`src/rtl/sorted_lru_learning_table_assert.svh`:
```
// Assertion macros for the sorted LRU learning table.
// Used by the top level; expects clk and rst in scope.
`ifndef SORTED_LRU_LEARNING_TABLE_ASSERT_SVH
`define SORTED_LRU_LEARNING_TABLE_ASSERT_SVH

// Same-cycle implication check
`define SLLT_ASSERT_IMP(lbl, pre, post) \
  lbl: assert property (@(posedge clk) disable iff (rst) (pre) |-> (post)) \
    else $error("sllt: same-cycle check failed");

// Next-cycle implication check
`define SLLT_ASSERT_NXT(lbl, pre, post) \
  lbl: assert property (@(posedge clk) disable iff (rst) (pre) |=> (post)) \
    else $error("sllt: next-cycle check failed");

`endif

```
`src/rtl/sllt_ram.sv`:
```
// Simple dual-port synchronous RAM: one write port, one registered read port.
// No dependencies.
`default_nettype none

module sllt_ram #(
  parameter int DEPTH = 256,
  parameter int WIDTH = 8
) (
  input  wire logic                     clk,
  input  wire logic                     we,
  input  wire logic [$clog2(DEPTH)-1:0] waddr,
  input  wire logic [WIDTH-1:0]         wdata,
  input  wire logic [$clog2(DEPTH)-1:0] raddr,
  output logic      [WIDTH-1:0]         rdata
);

  logic [WIDTH-1:0] mem [DEPTH];

  // Write port
  always_ff @(posedge clk) begin
    if (we) begin
      mem[waddr] <= wdata;
    end
  end

  // Registered read port
  always_ff @(posedge clk) begin
    rdata <= mem[raddr];
  end

endmodule

`default_nettype wire
```
`config.mk`:
```
export PLATFORM = sky130hd
export DESIGN_NAME = sllt_ram
export DESIGN_NICKNAME = d
export VERILOG_FILES = /design/src/rtl/sorted_lru_learning_table_assert.svh /design/src/rtl/sllt_ram.sv
export SDC_FILE = /design/constraint.sdc
export NUM_CORES = 2
export LEC_CHECK = 0
export BUFFER_PORTS_ARGS = -buffer_cell sky130_fd_sc_hd__buf_4
export CELL_PAD_IN_SITES_DETAIL_PLACEMENT = 1
export CELL_PAD_IN_SITES_GLOBAL_PLACEMENT = 1
export CORE_MARGIN = 2
export CORE_UTILIZATION = 63
export CTS_BUF_LIST = sky130_fd_sc_hd__clkbuf_4
export DETAILED_ROUTE_END_ITERATION = 16
export GPL_TIMING_DRIVEN = 0
export PLACE_DENSITY_LB_ADDON = 0.1
export RECOVER_POWER = 25
export SETUP_SLACK_MARGIN = 0.4
export SYNTH_ARGS = -nofsm -noshare
export SYNTH_HDL_FRONTEND = slang
export SYNTH_SLANG_ARGS = --single-unit
```
`constraint.sdc`:
```
create_clock -name clk -period 6.9 [get_ports clk]
set_clock_uncertainty 0.1 [all_clocks]
set_input_delay 1.38 -clock clk [delete_from_list [all_inputs] [get_ports clk]]
set_output_delay 1.38 -clock clk [all_outputs]
set_load 0.005 [all_outputs]
```
* Word-level counts from Yosys, hierarchy flattened *
Memories as Yosys holds them, arrays and structs flattened. A register that Yosys moved wholly into a read port is not among the register bits.
Index checks and enable logic that the tools add are counted.

word-level totals
  register bits after elaboration = 0
  bits in writable memories = 2048
  output and inout port bits = 8
  memories kept = 1

cells by class
  muxes and demuxes = 2

memories
  memory  words  bits a word  rd ports  clocked after Yosys merged registers in  wr ports  line            source
  mem     256    8            1         1                                        1         sllt_ram.sv:17  logic [WIDTH-1:0] mem [DEPTH];

operators with widths
  kind              count
  1-bit 2-to-1 mux  2

* Longest topological paths before layout *
  word-level depth = 2
  mapped depth = 11
  mapped depth without buffers = 6

* Least setup slack after synthesis *
No wires, ideal clock.

  kind = input -> register
  start = in raddr[0]
  end = reg rdata[2], read port of mem
  data arrival time = 3.187 ns
  required time = 6.669 ns
  slack = 3.482 ns
  stages = 9
  path buffers = 4
  cell sequence = buf_6 -> buf_12 -> buf_8 -> buf_2 -> mux4_2 -> a22oi_1 -> a21oi_1 -> nor4_1 -> nor4_2

RTL lines
  element      line            source
  from (decl)  sllt_ram.sv:13  input wire logic [$clog2(DEPTH)-1:0] raddr,
  to (decl)    sllt_ram.sv:14  output logic [WIDTH-1:0] rdata

* Worst setup path in the final report *
  start = in wdata[7]
  end = mem mem[227][7] (data pin)

RTL lines
  element      line            source
  from (decl)  sllt_ram.sv:12  input wire logic [WIDTH-1:0] wdata,
  to (decl)    sllt_ram.sv:17

Straight into the memory's write port.

==> impl_metrics.ini <==
[power]
switching_power_mw = 6.14
powerDensity_nw_per_um2 = 290
combPwrFrac_pct = 5.9
p_sw_share_pct = 23.9
clkPwrFrac_pct = 40.3
ir_drop_mv = 0.276
p_leak_nw = 28.1
internal-power_mw = 19.5
seq_power_share_pct = 53.8

[drt]
vias = 45900
drc_errors = 0
detail-route-antenna-nets = 0
drt_wl_total_um = 260000
wl_per_cell_um = 41.1
first_iter_violations = 7424
drt-vias-per-instance = 7.25
dr.pass1.iters = 6

[clocking]
cts_htree_levels = 6
cts_num_sinks = 2056
insertion_delay_ns = 1.34
cts_buffers = 539
cts_setup_buffers = 0
ctsResizeCount = 0
cts_tree = done
holdBufCountCts = 0
clockBufferDepth = 4
clock_tree.root_cell = clkbuf_4
cts.clk_slew.worst_paths_ns = 0.07

[critical_path]
worst_ep_arrival_time_ns = 5.92
cp-end-kind = register
crit_type = in2reg
cp_slowest_stage_delay_ns = 4.25
critical_path.cell_chain = dlymetal6s4s_1
worst-path-buf-inv = 1
path_delay_family = buffers and inverters
r2r_slack_ns = 3.02
cpMaxStageDelayCell = dlymetal6s4s_1
cp_data_required_time_ns = 6.97
crit_fanout = 149
crit_path_start_kind = input port

[placed_design]
dp_slack_ns = 0.424
port_buffers = 26
post-dp-hpwl_um = 169000
gp_congestion = 0.957

[layout]
drive_gt1_share_pct = 30.5
final_cell_mix = edfxtp_1 (2048), clkbuf_4 (771), mux4_2 (454), nor2_1 (282), mux2i_1 (134)
syn_to_final_growth_pct = 11.3
layout_commonest_cell = edfxtp_1
fin_nets = 4338

[timing]
finalHoldViolCount = 0
period_share_pct = 84.8
relSlewSlack_pct = -311
max_freq_mhz = 171
fin_crit_ns = 5.85
slew_viol_final = 1050
grt_setup_unrepaired = false
fin_setup_tns_ns = 0
tightestPinTransition_ns = 6.17
setup_ws_ns = 1.05
finalSetupViolations = 0

[logic_synthesis]
synth_warnings = 0
yosysTopAreaCellShare_pct = 77.3
synth_edf_count = 2048
synth_area_um2 = 79600
ys_top_cells_by_area = edfxtp_1 (77%), mux4_2 (13%), mux2i_1 (1.7%)
seq_area_frac_synth_pct = 77.5
async_flop_share_pct = 0
synth_nets = 3759
synth_area_leader_cell = edfxtp_1
syn_area_per_cell_um2 = 21.3
ys_seq_elements = 2056
syn_inst = 3733
synth_ff_type = edfxtp_1
ys_types = 55

[floorplan]
io_pins = 34
core_area_um2 = 125000
die_area_um2 = 129000
rows = 130
start_util_pct = 63.4
die_h_um = 359
die-width_um = 359

[run]
cap_violations = 14

[run_status]
status = complete, but fails checks
violations = capacitance limit, slew limit

[global_route]
grt_pass1_wl_um = 361000
grt_max_degree = 157
overflow = 0
gr-usage-all-layers_pct = 41.0
antenna_found_initial = 19
grt_pass1_vias = 47200

[hold_path]
hold_class = in2reg
-- registers in the layout, summed over array words and instances, names as in the netlist --
| name | cells |
|---|---|
| rdata | 8 |
| mem | 2048 |
-- worst paths after layout --
check,start,to,cells after the start
setup reg to reg,mem[239][3],rdata[3],6
hold / removal,waddr[4],mem[116][7],3
setup / recovery,wdata[7],mem[227][7],1
hold reg to reg,mem[60][6],rdata[6],6
-- cell usage after synthesis (4+ instances only) --
master and instances:
nand2_1 33, a221oi_1 13, buf_6 21, a22oi_1 133, nand2b_1 8, buf_4 27, a21oi_1 96, nor2_1 282
o221ai_1 46, and2_1 6, or2_2 4, mux2i_1 134, nand4_1 10, buf_2 31, a211oi_1 16, nor2b_1 31
o22ai_1 28, clkbuf_1 111, a22o_1 8, buf_12 8, nor4_1 24, o22a_1 5, buf_1 22, nor3_1 22
mux4_2 454, o21ai_0 10, dfxtp_1 8, edfxtp_1 2048, o32ai_1 4, o211ai_1 10, nand3_1 34, buf_8 13
-- metal layers --
layer	wire, um	part of all wire (%)	global-route usage, %
met1	87100	34	53.1
met2	118000	45	60.0
met3	36700	14	14.3
met4	18300	7.0	26.3
met5	115	0.044	0.296
-- area by class of cell --
type / instances / area [um2]
sequential: 2056 / 61700
antenna: 16 / 40.0
clock inverter: 113 / 571
inverter: 2 / 7.51
fill: 9906 / 36900
buffer: 233 / 1470
timing repair buffer: 38 / 479
clock buffer: 771 / 5790
tap: 1650 / 2060
multi-input combinational: 1442 / 16400
-- power by group through the flow --
stage	combinational, mW	clock, mW	sequential (mW)
finish	1.52	10.4	13.8
global route	1.52	10.9	13.8
CTS	1.46	10.3	13.8
detailed placement	1.44	0	14.0
global placement	1.36	0	14.1
floorplan	0.669	0	14.0
-- cells by family (layout without fill, tap and decap cells) --
family                 after synthesis  in the layout  share of synthesized area, %
DFF                               2056           2056                          77.5
AOI/OAI and AO/OA                  385            385                          3.42
buffers and inverters              235           1157                          1.83
other                                0             16                             0
and+or+nand+nor                    466            466                          2.63
muxes                              591            591                          14.6
-- worst reg2reg max path, cell delays in order, from the launching register on --
cell and delay, ns:
edfxtp_1 0.34, mux2i_1 0.07, o221ai_1 0.53, o22ai_1 0.23, o32ai_1 0.95, nor3_1 0.20
nor4_1 1.20
-- metrics by stage --
stage | hold WS [ns] | std cells | power, mW | instance area (um2) | utilization (%)
3_5_place_dp | 1.40 | 5420 | 15.5 | 82200 | 65.5
4_1_cts | 0.391 | 6304 | 25.6 | 88500 | 70.6
2_1_floorplan | 0.670 | 3733 | 14.7 | 79600 | -
3_3_place_gp | 1.37 | 5409 | 15.4 | 81800 | 65.2
5_1_grt | 0.849 | 6312 | 26.3 | 88500 | 70.6
6_report | 0.858 | 6321 | 25.7 | 88500 | 70.6
Power figures use the tool's default switching activity.
